===== src/rtl/pal_pkg.sv =====
package pal_pkg;
  localparam int Entries = 256;
  localparam int IdxW = $clog2(Entries);
  localparam int SizeW = IdxW + 1;
  localparam logic [31:0] NearLimit = 32'd200000;
  localparam logic [1:0] MarkFree = 2'd0;
  localparam logic [1:0] MarkAlloc = 2'h1;
  localparam logic [1:0] MarkResv = 2'h2;
  localparam logic [2:0] KindAlloc = 3'd0;
  localparam logic [2:0] KindSet = 3'd1;
  localparam logic [2:0] KindFind = 3'd2;
  localparam logic [2:0] KindNear = 3'd3;
  localparam logic [2:0] KindResize = 3'd4;

  typedef struct packed {
    logic load;
    logic scan_start;
    logic wr_en;
    logic [1:0] wr_src;
    logic clr_en;
    logic size_set;
  } pal_cmd_t;

  typedef struct packed {
    logic scan_done;
    logic exact_hit;
    logic free_hit;
    logic near_hit;
    logic clr_done;
    logic [2:0] kind;
    logic pos_ok;
    logic resize_ok;
    logic grow_ok;
  } pal_sts_t;

  localparam logic [1:0] SrcFree = 2'd0;
  localparam logic [1:0] SrcGrow = 2'd1;
  localparam logic [1:0] SrcPos = 2'd2;
endpackage


===== src/rtl/pal_ctrl.sv =====
module pal_ctrl (
  input  logic clk,
  input  logic rst,
  input  logic in_fire,
  output logic s_ready,
  output logic m_valid,
  input  logic m_ready,
  output logic status,
  output pal_pkg::pal_cmd_t cmd,
  input  pal_pkg::pal_sts_t sts
);
  import pal_pkg::*;

  typedef enum logic [2:0] {
    IDLE, DECODE, SCAN, DECIDE, CLEAR, FINISH, OUTPUT
  } state_t;
  state_t state;
  logic fresh;

  always_comb begin
    cmd = '0;
    cmd.load = in_fire;
    if (state == DECODE && (sts.kind == KindAlloc || sts.kind == KindFind
        || sts.kind == KindNear)) cmd.scan_start = 1'b1;
    if (state == DECIDE && !fresh && sts.scan_done && !sts.exact_hit) begin
      if (sts.free_hit) begin
        cmd.wr_en = 1'b1;
        cmd.wr_src = SrcFree;
      end else if (sts.grow_ok) begin
        cmd.wr_en = 1'b1;
        cmd.wr_src = SrcGrow;
      end
    end
    if (state == CLEAR && !sts.clr_done) cmd.clr_en = 1'b1;
    if (state == FINISH) begin
      cmd.size_set = 1'b1;
      if (sts.kind == KindSet) begin
        cmd.wr_en = 1'b1;
        cmd.wr_src = SrcPos;
      end
    end
  end

  assign s_ready = (state == IDLE);

  always_ff @(posedge clk) begin
    if (rst) begin
      state <= IDLE;
      m_valid <= 1'b0;
      status <= 1'b0;
      fresh <= 1'b0;
    end else begin
      fresh <= 1'b0;
      case (state)
        IDLE: if (in_fire) state <= DECODE;
        DECODE: begin
          status <= 1'b0;
          case (sts.kind)
            KindAlloc, KindFind, KindNear: begin
              state <= SCAN;
              fresh <= 1'b1;
            end
            KindSet: if (sts.pos_ok) state <= CLEAR;
              else begin
                status <= 1'b1;
                state <= OUTPUT;
                m_valid <= 1'b1;
              end
            KindResize: if (sts.resize_ok) state <= CLEAR;
              else begin
                status <= 1'b1;
                state <= OUTPUT;
                m_valid <= 1'b1;
              end
            default: begin
              status <= 1'b1;
              state <= OUTPUT;
              m_valid <= 1'b1;
            end
          endcase
        end
        SCAN: if (!fresh && sts.scan_done) begin
          if (sts.kind == KindAlloc) state <= DECIDE;
          else begin
            state <= OUTPUT;
            m_valid <= 1'b1;
          end
          fresh <= 1'b0;
        end
        DECIDE: begin
          state <= OUTPUT;
          m_valid <= 1'b1;
        end
        CLEAR: if (sts.clr_done) state <= FINISH;
        FINISH: if (sts.kind == KindSet || sts.kind == KindResize) begin
            state <= OUTPUT;
            m_valid <= 1'b1;
          end else state <= DECIDE;
        OUTPUT: if (m_ready) begin
          m_valid <= 1'b0;
          state <= IDLE;
        end
        default: state <= IDLE;
      endcase
    end
  end
endmodule


===== config.mk =====
export PLATFORM = sky130hd
export DESIGN_NAME = pal_ctrl
export DESIGN_NICKNAME = d
export VERILOG_FILES = /design/src/rtl/pal_pkg.sv /design/src/rtl/pal_ctrl.sv
export SDC_FILE = /design/constraint.sdc
export NUM_CORES = 1
export LEC_CHECK = 0
export BUFFER_PORTS_ARGS = -buffer_cell sky130_fd_sc_hd__buf_2
export CORE_UTILIZATION = 30
export DETAILED_ROUTE_END_ITERATION = 10
export PLACE_DENSITY = 0.51
export SLEW_MARGIN = 20
export SYNTH_ARGS = -nofsm -noshare
export SYNTH_HDL_FRONTEND = slang
export SYNTH_SLANG_ARGS = --single-unit

===== constraint.sdc =====
create_clock -name clk -period 3.8 [get_ports clk]
set_clock_uncertainty 0.05 [all_clocks]
set_input_delay 0.57 -clock clk [delete_from_list [all_inputs] [get_ports clk]]
set_output_delay 0.57 -clock clk [all_outputs]
set_load 0.03 [all_outputs]

Word level (Yosys, flattened, before mapping)
Cells that the tools add are included.

Memories kept: 0. Bits in latches: 0. Flip-flop bits (word level): 6. Logic and storage cells: 73. Bits in writable memories: 0. ROM bits: 0. Bits of input ports: 15. Output and inout port bits: 10.

Shift-type cells: 0. Add/subtract/negate cells: 0. Div/mod/pow operators: 0. Reductions and logical operators: 19. Multipliers: 0. Bitwise gates (word level): 1. Multiplexer cells: 30. $lt $le $gt $ge: 0. Equality and inequality tests: 19.

Operator list (count): $mux 3 (11); $pmux 3 s7 (1); $eq 3x2->1 const B (4); $eq 3x3->1 const B (4); $mux 1 (12); $ne 2x2->1 const B (6); $pmux 3 s3 (1); $reduce_and 8->1 (1); $eq 3x1->1 const B (2); $logic_and 1x1->1 (6); $logic_not 3->1 (2); $ne 3x3->1 const B (2); $pmux 1 s3 (2); $pmux 1 s5 (1); $reduce_bool 5->1 (1); $mux 2 (2); $reduce_and 4->1 (1); $logic_not 1->1 (3); $logic_or 1x1->1 (3); $reduce_or 3->1 (1); $ne 2x1->1 const B (1); $reduce_or 2->1 (1); $not 1->1 (1).

Logic depth before layout (Yosys ltp)
Gate-level depths: netlist (run 1).

Word-level depth: 7. Mapped depth: 6. Depth with buffers taken out: 5.

Worst setup path after synthesis (run 1)
OpenSTA, ideal clock, no wires.

Path kind: register -> output. Start point: register state[0]. End point: output port cmd[4] (netlist bit). Required time: 3180 ps. Path buffers: 1. Path slack: 1554 ps. Arrival time: 1626 ps. Stages on the path, launching flop included: 5. Cells stage by stage: dfxtp_1 buf_2 and3_1 and3_1 o21bai_1.

RTL lines: start, declared (line pal_ctrl.sv:17) `state_t state;`; start signal, assigned (line pal_ctrl.sv:48) `state <= IDLE;`; start signal, assigned (line pal_ctrl.sv:55) `IDLE: if (in_fire) state <= DECODE;`; start signal, assigned (line pal_ctrl.sv:60) `state <= SCAN;`; end, declared (line pal_ctrl.sv:9) `output pal_pkg::pal_cmd_t cmd,`.

==> summary.md, run 1 <==
| Metric | Value |
|---|---|
| CP Launch Point | state[1] |
| Leakage power | 0.000296 uW |
| Synth unique cells | 32 |
| Net Sw Frac | 50.5% |
| # fillers | 193 |
| Initial Utilization | between 30% and 40% |
| Clock buffer depth | 2 |
| Most frequent cells in the layout | 23 x buf_2, 9 x nor2_1, 6 x a21oi_1, 6 x dfxtp_1 |
| Clk root buf | clkbuf_4 |
| Fmax achieved | between 400 and 500 MHz |
| Worst skew pair latency | ~0.25 ns |
| Area Overhead vs Synth | 21.8% |
| Clk slew on worst S/H paths | 0.05 ns |
| DR WL/cell | 11.1 um |
| Number of flops mapped to enable cells by yosys | 0 |
| Post-Route WL | between 1 and 1.5 mm |
| Top cells by area, synth | dfxtp_1 22%, nor2_1 6.2%, a21oi_1 5.5% |
| RR Startpoint | state[1] |
| Hold crit path type | reg -> reg |
| Sequential share of power | 33.0% |
| VDD IR-drop max | ~0.00029 V |
| Total track usage | 15.0% |
| Endpoints failing hold | 0 |
| Post-layout util | 38.8% |
| Via count | 609 |
| # hold bufs at CTS | 0 |
| Die height | 44.6 um |
| First-pass GRT wire length | 2.21 mm |
| GP Congestion | 0.732 |
| Crit Path Max Fanout | 14 |
| Worst-case hold slack | 0.471 ns |
| Most common cell after layout, fill and taps aside | buf_2 |
| Largest stage delay, worst path | 0.61 ns |
| Syn. warnings | 0 |
| Layout cells sized above 1 | 28.4% |
| Primary FF master, synth | dfxtp_1 |
| Measured slew at the worst slew-check pin | 0.504 ns |
| Sequential fraction of the synthesis area | approximately 22% |
| CP cell instances | inv_1, and3_1, and3_1, o21bai_1, buf_2 |
| CTS resizes | 0 |
| IO Pins | 25 |
| DR vias/cell | 5.08 |
| Cells after synthesis | 76 |
| Setup_tns | 0 ns |
| Cell family with most CP delay | flip-flops |
| Full die area | 0.00199 mm^2 |
| Clock sinks | 6 |
| H-tree levels | 1 |
| Critical Path Most Common Cell | and3_1 |
| Mapped Avg Cell Area | 7.16 um^2 |
| Mapped Area | between 500 and 600 um^2 |
| Number of I/O port buffers | 23 |
| Worst Path Required | 3.18 ns |
| Std cell rows | 15 |
| Buffers and inverters on the worst path | 2 |
| Number of CTS-inserted buffers | 3 |
| Fraction of registers with async set or reset after synthesis | 0% |
| CP endpoint kind | primary output |
| Run status | finished clean |
| Synthesized flop and latch total | 6 |
| GRT overflow | 0 |
| Die width | 44.6 um |
| Pre-antenna DRT Iters | 3 |
| HPWL after DPL | between 1 and 1.5 mm |
| Unrepaired setup endpoints after global routing | false |
| CP Launch Type | flip-flop |
| Initial antenna violation count | 0 |
| Final worst path period share | 61.3% |
| ANT cells | 0 |
| Max cap viols | 0 |
| Syn Nets | 91 |
| Max-slew violation count | 0 |
| Endpoints failing setup | 0 |
| Logic gate share of total power | between 50 and 60% |
| WP data arrival | 1.71 ns |
| Iteration-0 DRC Markers | 7 |
| Vias in the first global route | 505 |
| Core area | 0.00171 mm^2 |
| CTS tree | yes |
| Power Dens Cells | 655 mW/mm^2 |
| Cell Int Power | between 200 and 250 uW |
| Drt drc | 0 |
| Pin count of the biggest net entering global routing | 16 |
| Switching pwr | ~220 uW |
| Residual antenna-violating net count after detailed routing | 0 |
| Crit-path slowest cell | dfxtp_1 |
| Slew headroom | 66.3% |
| HP Start | status |
| Crit path kind | reg -> out |
| Tmin final | 2.33 ns |
| Post-synth top area cell | dfxtp_1 |
| Top cell type's share of synthesized area | between 20% and 30% |
| Setup bufs post-CTS | 0 |
| Nets@finish | 112 |
| Part of the power in the clock network | between 10% and 20% |
## cell usage after synthesis, types with 3 or more instances
| cell | number |
|---|---|
| nor2_1 | 9 |
| a21oi_1 | 6 |
| dfxtp_1 | 6 |
| nand2_1 | 5 |
| nor3_1 | 5 |
| buf_2 | 4 |
| inv_1 | 3 |
| nor2b_1 | 3 |
| o21ai_1 | 3 |
## metal layers
| layer | wire length (um) | vias up | GRT usage, % |
|---|---|---|---|
| li1 | - | 319 | - |
| met1 | 697 | 267 | 20.6 |
| met3 | 74 | 0 | 6.12 |
| met2 | 555 | 23 | 22.6 |
| met5 | 0 | - | 0 |
| met4 | 0 | 0 | 1.82 |
## cell type report
cell class              instances  area (um^2)  area share (%)
multi-input cells              60          363            54.7
inverters                       3         11.3            1.70
flip-flops and latches          6          120            18.1
well taps                      25         31.3            4.72
repair buffers                 23          115            17.4
clock buffers                   3         22.5            3.40
## through the flow
step,instances,total power (uW),instance area (um^2),setup slack [ns]
CTS,120,435,663,1.48
global placement,117,378,641,1.69
floorplan,76,323,544,1.55
detailed placement,117,376,641,1.69
global route,120,472,663,1.34
finish,120,434,663,1.47
## worst register-to-register path, stage by stage, from the launching register on
cell	delay, ns
dfxtp_1	0.61
inv_1	0.18
o21ai_0	0.21
o31ai_1	0.10
o21ai_1	0.17
mux2_1	0.33
## registers in the layout (all words and copies together) (netlist names)
signal and flops:
fresh 1, m_valid 1, state 3, status 1
## cells by family after synthesis
group	synth area share [%]
and+or+nand+nor	30.1
buffers and inverters	11.3
DFF	22.1
muxes	5.98
AOI/OAI and AO/OA	30.6
## worst paths after layout
kind	to	slack [ns]	depth (start not counted)
worst max register to register	m_valid	2.02	5
worst max-delay path	cmd[4]	1.47	5
worst min-delay path	status	0.47	2
worst min register to register	status	0.47	2
## power by group through the flow
stage / Sequential [uW] / Clock, uW / Combinational [uW]
6_report: 143 / 57.9 / 233
4_1_cts: 142 / 59.8 / 234
2_1_floorplan: 125 / 0 / 198
3_5_place_dp: 143 / 0 / 233
3_3_place_gp: 144 / 0 / 234
5_1_grt: 151 / 64.1 / 257
(Power assumes the default switching activity.)
==> run 2, diff against run 1 <==
Settings changed: PLACE_DENSITY 0.51 to 0.53.
Clock period 3.8 ns to 1.9 ns, I/O delays scaled along.
==> summary.md, run 2 (synthesis results as in run 1) <==
| Metric | Value |
|---|---|
| Run status | finished clean (unchanged) |
| Leakage power | 0.000311 uW (was 0.000296 uW) |
| Residual antenna-violating net count after detailed routing | 0 (unchanged) |
| Most frequent cells in the layout | 22 x buf_2, 9 x nor2_1, 6 x a21oi_1 (was 23 x buf_2, 9 x nor2_1, 6 x a21oi_1, 6 x dfxtp_1) |
| # hold bufs at CTS | 0 (unchanged) |
| Die width | 44.6 um (unchanged) |
| Vias in the first global route | 547 (was 505) |
| Tmin final | 1.77 ns |
| Endpoints failing hold | 0 (unchanged) |
| Switching pwr | 451 uW (was 219 uW) |
| Number of CTS-inserted buffers | 3 (unchanged) |
| Via count | 628 (was 609) |
| Full die area | 0.00199 mm^2 (unchanged) |
| CTS tree | yes (unchanged) |
| Clock sinks | 6 (unchanged) |
| Dpl ws | 0.233 ns (was 1.69 ns) |
| Power Total | 917 uW (was 434 uW) |
| GRT overflow | 0 (unchanged) |
| Power Dens Cells | 1330 mW/mm^2 (was 655 mW/mm^2) |
| Cell Int Power | 466 uW (was 215 uW) |
| Hold crit path type | in -> reg (was reg -> reg) |
| Max cap viols | 0 (unchanged) |
| Top reg by flops | state (unchanged) |
| First-pass GRT wire length | 2.29 mm (was 2.21 mm) |
| Crit-path slowest cell | dfxtp_1 (unchanged) |
| CP cell instances | buf_4, nor2_1, nand4_1, nor3b_1, buf_4 (was inv_1, and3_1, and3_1, o21bai_1, buf_2) |
| Buffers and inverters on the worst path | 2 (unchanged) |
| Cell family with most CP delay | simple AND/OR/NAND/NOR gates (was flip-flops) |
| VDD IR-drop max | 0.000689 V (was 0.000285 V) |
| Sequential share of power | 28.1% (was 33.0%) |
| Pre-antenna DRT Iters | 4 (was 3) |
| Critical Path Most Common Cell | buf_4 (was and3_1) |
| Number of I/O port buffers | 23 (unchanged) |
| Core area | 0.00171 mm^2 (unchanged) |
| CP endpoint kind | primary output (unchanged) |
| # fillers | 191 (was 193) |
| Logic gate share of total power | 59.1% (was 53.7%) |
| Setup_tns | 0 ns (unchanged) |
| Net Sw Frac | 49.2% (was 50.5%) |
| GR met2 Demand/Resource | 23.2% (was 22.6%) |
| GRT busiest layer | met2 (unchanged) |
| Clock buffer depth | 2 (unchanged) |
| Final worst path period share | 93.4% |
| Worst skew pair latency | 0.25 ns (about the same) |
| Met3 Use GR | 4.90% (was 6.12%) |
| Initial antenna violation count | 0 (unchanged) |
| Std cell rows | 15 (unchanged) |
| Iteration-0 DRC Markers | 9 (was 7) |
| IO Pins | 25 (unchanged) |
| Footprint of the multi-input gates | 364 um^2 (was 363 um^2) |
| Unrepaired setup endpoints after global routing | false (unchanged) |
| Total track usage | 15.5% (was 15.0%) |
| Pin count of the biggest net entering global routing | 15 (was 16) |
| Measured slew at the worst slew-check pin | 0.410 ns (was 0.504 ns) |
| Die height | 44.6 um (unchanged) |
| Post-Route WL | 1.38 mm (was 1.33 mm) |
| CTS resizes | 0 (unchanged) |
| CP Launch Type | flip-flop (unchanged) |
| H-tree levels | 1 (unchanged) |
| ANT cells | 0 (unchanged) |
| DR WL/cell | 11.2 um (was 11.1 um) |
| Final worst slack | 0.126 ns (was 1.47 ns) |
| Endpoints failing setup | 0 (unchanged) |
| Area Overhead vs Synth | 27.1% (was 21.8%) |
| Clk root buf | clkbuf_4 (unchanged) |
| GP Congestion | 0.761 (was 0.732) |
| Crit path kind | reg -> out (unchanged) |
| Crit Path Max Fanout | 9 (was 14) |
| Layout cells sized above 1 | 33.7% (was 28.4%) |
| Register area | 123 um^2 (was 120 um^2) |
| DR vias/cell | 5.11 (was 5.08) |
| Largest stage delay, worst path | 0.39 ns (was 0.61 ns) |
| Part of the power in the clock network | 12.8% (was 13.3%) |
| Post-Layout Cell Count | 123 (was 120) |
| Max-slew violation count | 0 (unchanged) |
| Clk slew on worst S/H paths | 0.05 ns (about the same) |
| Met1 usage | 21.6% (was 20.6%) |
| WP data arrival | 1.44 ns (was 1.71 ns) |
| HPWL after DPL | 1.05 mm (was 1.00 mm) |
| Worst Path Required | 1.56 ns (was 3.18 ns) |
| Slew headroom | 72.3% (was 66.3%) |
| Dpl cells | 120 (was 117) |
| Most common cell after layout, fill and taps aside | buf_2 (unchanged) |
| Setup bufs post-CTS | 0 (unchanged) |
| Initial Utilization | 31.9% (unchanged) |
| Nets@finish | 115 (was 112) |
| Drt drc | 0 (unchanged) |
| Fmax achieved | 564 MHz |
| Max FFs per register | 3 (unchanged) |
-- run 2: changes by cell type in the layout (fill, tap and decap cells not counted) --
cell / change
buf_4: +4
dfxtp_1: -2
dfxtp_2: +2
and3_2: +1
and3_1: -1
buf_2: -1
-- run 2: area by class of cell --
| cell class | count | share of cell area (%) |
|---|---|---|
| multi-input combinational | 60 | 52.6 |
| clock buffer | 3 | 3.25 |
| sequential | 6 | 17.7 |
| inverter | 3 | 1.63 |
| tap | 25 | 4.52 |
| timing repair buffer | 26 | 20.3 |
-- run 2: final timing paths --
kind,from,to,slack (ns),cells past startpoint
min,rst,state[1],0.25,2
max,state[2],cmd[2],0.13,5
min reg2reg,status,status,0.46,2
max reg2reg,state[2],m_valid,0.38,4
-- run 2: layer usage --
metal | part of all wire (%) | wire (um) | vias up
li1 | - | - | 328
met1 | 49 | 681 | 270
met2 | 42 | 580 | 28
met3 | 8.1 | 111 | 2
met4 | 0.29 | 4 | 0
met5 | 0 | 0 | -
-- run 2: worst register-to-register path, delay by kind of cell, from the launching register on --
kind	cells	cell delay, ns
AOI/OAI and AO/OA	3	0.62
muxes	1	0.34
DFF	1	0.39
-- run 2: power by group through the flow --
| stage | Combinational, uW | Clock [uW] | Sequential, uW |
|---|---|---|---|
| floorplan | 395 | 0 | 250 |
| global placement | 539 | 0 | 254 |
| detailed placement | 538 | 0 | 254 |
| CTS | 542 | 123 | 252 |
| global route | 600 | 128 | 268 |
| finish | 542 | 117 | 258 |
-- run 2: through the flow --
stage	instance area (um^2)	utilization [%]	hold WS, ns
after floorplan	546	-	0.304
after global placement	664	38.9	0.467
after detailed placement	664	38.9	0.463
after CTS	687	40.2	0.247
after global routing	692	40.5	0.262
final	692	40.5	0.252
==> run 3, diff against run 2 <==
Settings changed: ABC_AREA from default to 1, PLACE_DENSITY 0.53 to 0.54, RECOVER_POWER from default to 25.
==> summary.md, run 3 <==
| Metric | Value |
|---|---|
| Tmin final | 1.72 ns (was 1.77 ns) |
| Fmax achieved | 580 MHz (was 564 MHz) |
| Run status | complete, but fails checks (was finished clean) |
| Logic gate share of total power | 59.0% (was 59.1%) |
| Std cell rows | 14 (was 15) |
| First-pass GRT wire length | 2.04 mm (was 2.29 mm) |
| Clk slew on worst S/H paths | 0.05 ns (about the same) |
| Number of I/O port buffers | 23 (unchanged) |
| GP Congestion | 0.742 (was 0.761) |
| Max FFs per register | 3 (unchanged) |
| Part of the power in the clock network | 13.8% (was 12.8%) |
| ANT cells | 0 (unchanged) |
| Met1 usage | 19.8% (was 21.6%) |
| Number of CTS-inserted buffers | 3 (unchanged) |
| Crit path kind | reg -> out (unchanged) |
| Crit-path slowest cell | dfxtp_2 (was dfxtp_1) |
| Top cell type's share of synthesized area | 23.0% (was 22.1%) |
| Slew headroom | 75.8% (was 72.3%) |
| Failing checks | DRC |
| Final worst path period share | 90.7% (was 93.4%) |
| Die height | 43.8 um (was 44.6 um) |
| Pre-antenna DRT Iters | 9 (was 4) |
| Measured slew at the worst slew-check pin | 0.364 ns (was 0.410 ns) |
| Met3 Use GR | 6.25% (was 4.90%) |
| Worst skew pair latency | 0.24 ns (was 0.25 ns) |
| # fillers | 169 (was 191) |
| Mapped Area | 523 um^2 (was 544 um^2) |
| Post-Route WL | 1.18 mm (was 1.38 mm) |
| Core area | 0.00156 mm^2 (was 0.00171 mm^2) |
| Via count | 635 (was 628) |
| Max-slew violation count | 0 (unchanged) |
| Top reg by flops | state (unchanged) |
| Unrepaired setup endpoints after global routing | false (unchanged) |
| Top cells by area, synth | dfxtp_1 23%, nand2_1 14%, inv_1 11% (was dfxtp_1 22%, nor2_1 6.2%, a21oi_1 5.5%) |
| H-tree levels | 1 (unchanged) |
| Power Total | 834 uW (was 917 uW) |
| Syn. warnings | 0 (unchanged) |
| Cells after synthesis | 92 (was 76) |
| Die width | 43.8 um (was 44.6 um) |
| Syn Nets | 107 (was 91) |
| Area Overhead vs Synth | 30.6% (was 27.1%) |
| Crit Path Max Fanout | 5 (was 9) |
| GRT overflow | 0 (unchanged) |
| Fraction of registers with async set or reset after synthesis | 0% (unchanged) |
| Endpoints failing hold | 0 (unchanged) |
| Layout cells sized above 1 | 32.2% (was 33.7%) |
| Nets@finish | 135 (was 115) |
| VDD IR-drop max | 0.000650 V (was 0.000689 V) |
| Power Dens Cells | 1220 mW/mm^2 (was 1330 mW/mm^2) |
| WP data arrival | 1.39 ns (was 1.44 ns) |
| Most frequent cells in the layout | 20 x buf_2, 19 x nand2_1, 16 x inv_1 (was 22 x buf_2, 9 x nor2_1, 6 x a21oi_1) |
| Buffers and inverters on the worst path | 2 (unchanged) |
| GRT busiest layer | met2 (unchanged) |
| Synth unique cells | 21 (was 32) |
| Clk root buf | clkbuf_4 (unchanged) |
| Most frequent cell after synthesis | nand2_1 (was nor2_1) |
| Clock buffer depth | 2 (unchanged) |
| CP Launch Type | flip-flop (unchanged) |
| Pin count of the biggest net entering global routing | 8 (was 15) |
| Most common cell after layout, fill and taps aside | buf_2 (unchanged) |
| # hold bufs at CTS | 0 (unchanged) |
| Number of flops mapped to enable cells by yosys | 0 (unchanged) |
| Clock sinks | 6 (unchanged) |
| Sequential share of power | 27.2% (was 28.1%) |
| IO Pins | 25 (unchanged) |
| DR vias/cell | 4.74 (was 5.11) |
| Drt drc | 3 (was 0) |
| Dpl ws | 0.285 ns (was 0.233 ns) |
| Post-synth top area cell | dfxtp_1 (unchanged) |
| HPWL after DPL | 1.01 mm (was 1.05 mm) |
| Cell family with most CP delay | flip-flops (was simple AND/OR/NAND/NOR gates) |
| Primary FF master, synth | dfxtp_1 (unchanged) |
| Net Sw Frac | 50.2% (was 49.2%) |
| Max cap viols | 0 (unchanged) |
| Synth top cells by count | 19 x nand2_1, 16 x inv_1, 10 x nor2_1 (was 9 x nor2_1, 6 x a21oi_1, 6 x dfxtp_1) |
| Iteration-0 DRC Markers | 11 (was 9) |
| Mapped Avg Cell Area | 5.68 um^2 (was 7.16 um^2) |
| CTS tree | yes (unchanged) |
| Hold crit path type | in -> reg (unchanged) |
| Initial antenna violation count | 0 (unchanged) |
| Total track usage | 14.4% (was 15.5%) |
| Final worst slack | 0.176 ns (was 0.126 ns) |
| Full die area | 0.00191 mm^2 (was 0.00199 mm^2) |
| CP endpoint kind | primary output (unchanged) |
| Setup_tns | 0 ns (unchanged) |
| Leakage power | 0.000375 uW (was 0.000311 uW) |
| Initial Utilization | 33.5% (was 31.9%) |
| GR met2 Demand/Resource | 20.6% (was 23.2%) |
| Residual antenna-violating net count after detailed routing | 0 (unchanged) |
| Synthesized flop and latch total | 6 (unchanged) |
| Sequential fraction of the synthesis area | 23.0% (was 22.1%) |
| Switching pwr | 419 uW (was 451 uW) |
| Endpoints failing setup | 0 (unchanged) |
| Largest stage delay, worst path | 0.36 ns (was 0.39 ns) |
| Cell Int Power | 416 uW (was 466 uW) |
| Post-layout util | 43.8% (was 40.5%) |
| Vias in the first global route | 497 (was 547) |
| CP cell instances | inv_1, nor2_1, nand2_1, nor3_2, o21ai_0, o21ai_1, buf_2 (was buf_4, nor2_1, nand4_1, nor3b_1, buf_4) |
| DR WL/cell | 8.82 um (was 11.2 um) |
| Worst Path Required | 1.56 ns (about the same) |
-- run 3: cells by family (layout without fill, tap and decap cells) --
logic type	Yosys count	after routing	synth area share, %
AO/OA/AOI/OAI	14	14	14.4
buffers and inverters	20	46	15.1
flip-flops	6	6	23.0
AND/OR/NAND/NOR	52	52	47.6
-- run 3: area by class of cell --
class / count / area, um^2 / share of cell area (%)
Clock buffer: 3 / 22.5 / 3.30
Tap cell: 16 / 20.0 / 2.93
Inverter: 19 / 71.3 / 10.4
Multi-Input combinational cell: 66 / 329 / 48.2
Timing Repair Buffer: 24 / 119 / 17.4
Sequential cell: 6 / 121 / 17.8
-- run 3: path summary, 6_finish.rpt --
kind,from,to,slack [ns],depth (start not counted)
worst max-delay path,state[0],cmd[4],0.18,7
worst min-delay path,rst,state[0],0.22,2
worst max register to register,state[1],m_valid,0.57,7
worst min register to register,m_valid,m_valid,0.44,2
-- run 3: repair_timing --
action	in CTS	in global routing
buffers inserted	0	0
endpoints found under the setup margin	0	2
gates resized for setup	0	2
-- run 3: stage by stage --
stage | std cells | area (um^2) | hold slack, ns
after floorplan | 92 | 523 | 0.304
after global placement | 131 | 658 | 0.418
after detailed placement | 131 | 658 | 0.423
after CTS | 134 | 681 | 0.213
after global routing | 134 | 683 | 0.213
final | 134 | 683 | 0.218
-- run 3: routing by layer --
metal	vias up	wire length [um]
li1	345	-
met1	268	588
met2	22	497
met3	0	96
met4	0	0
met5	-	0
-- run 3: power groups by stage --
stage / Clock (uW) / Combinational, uW / Sequential [uW]
CTS: 121 / 500 / 224
global placement: 0 / 497 / 227
finish: 115 / 492 / 227
global route: 131 / 555 / 237
floorplan: 0 / 354 / 254
detailed placement: 0 / 494 / 228
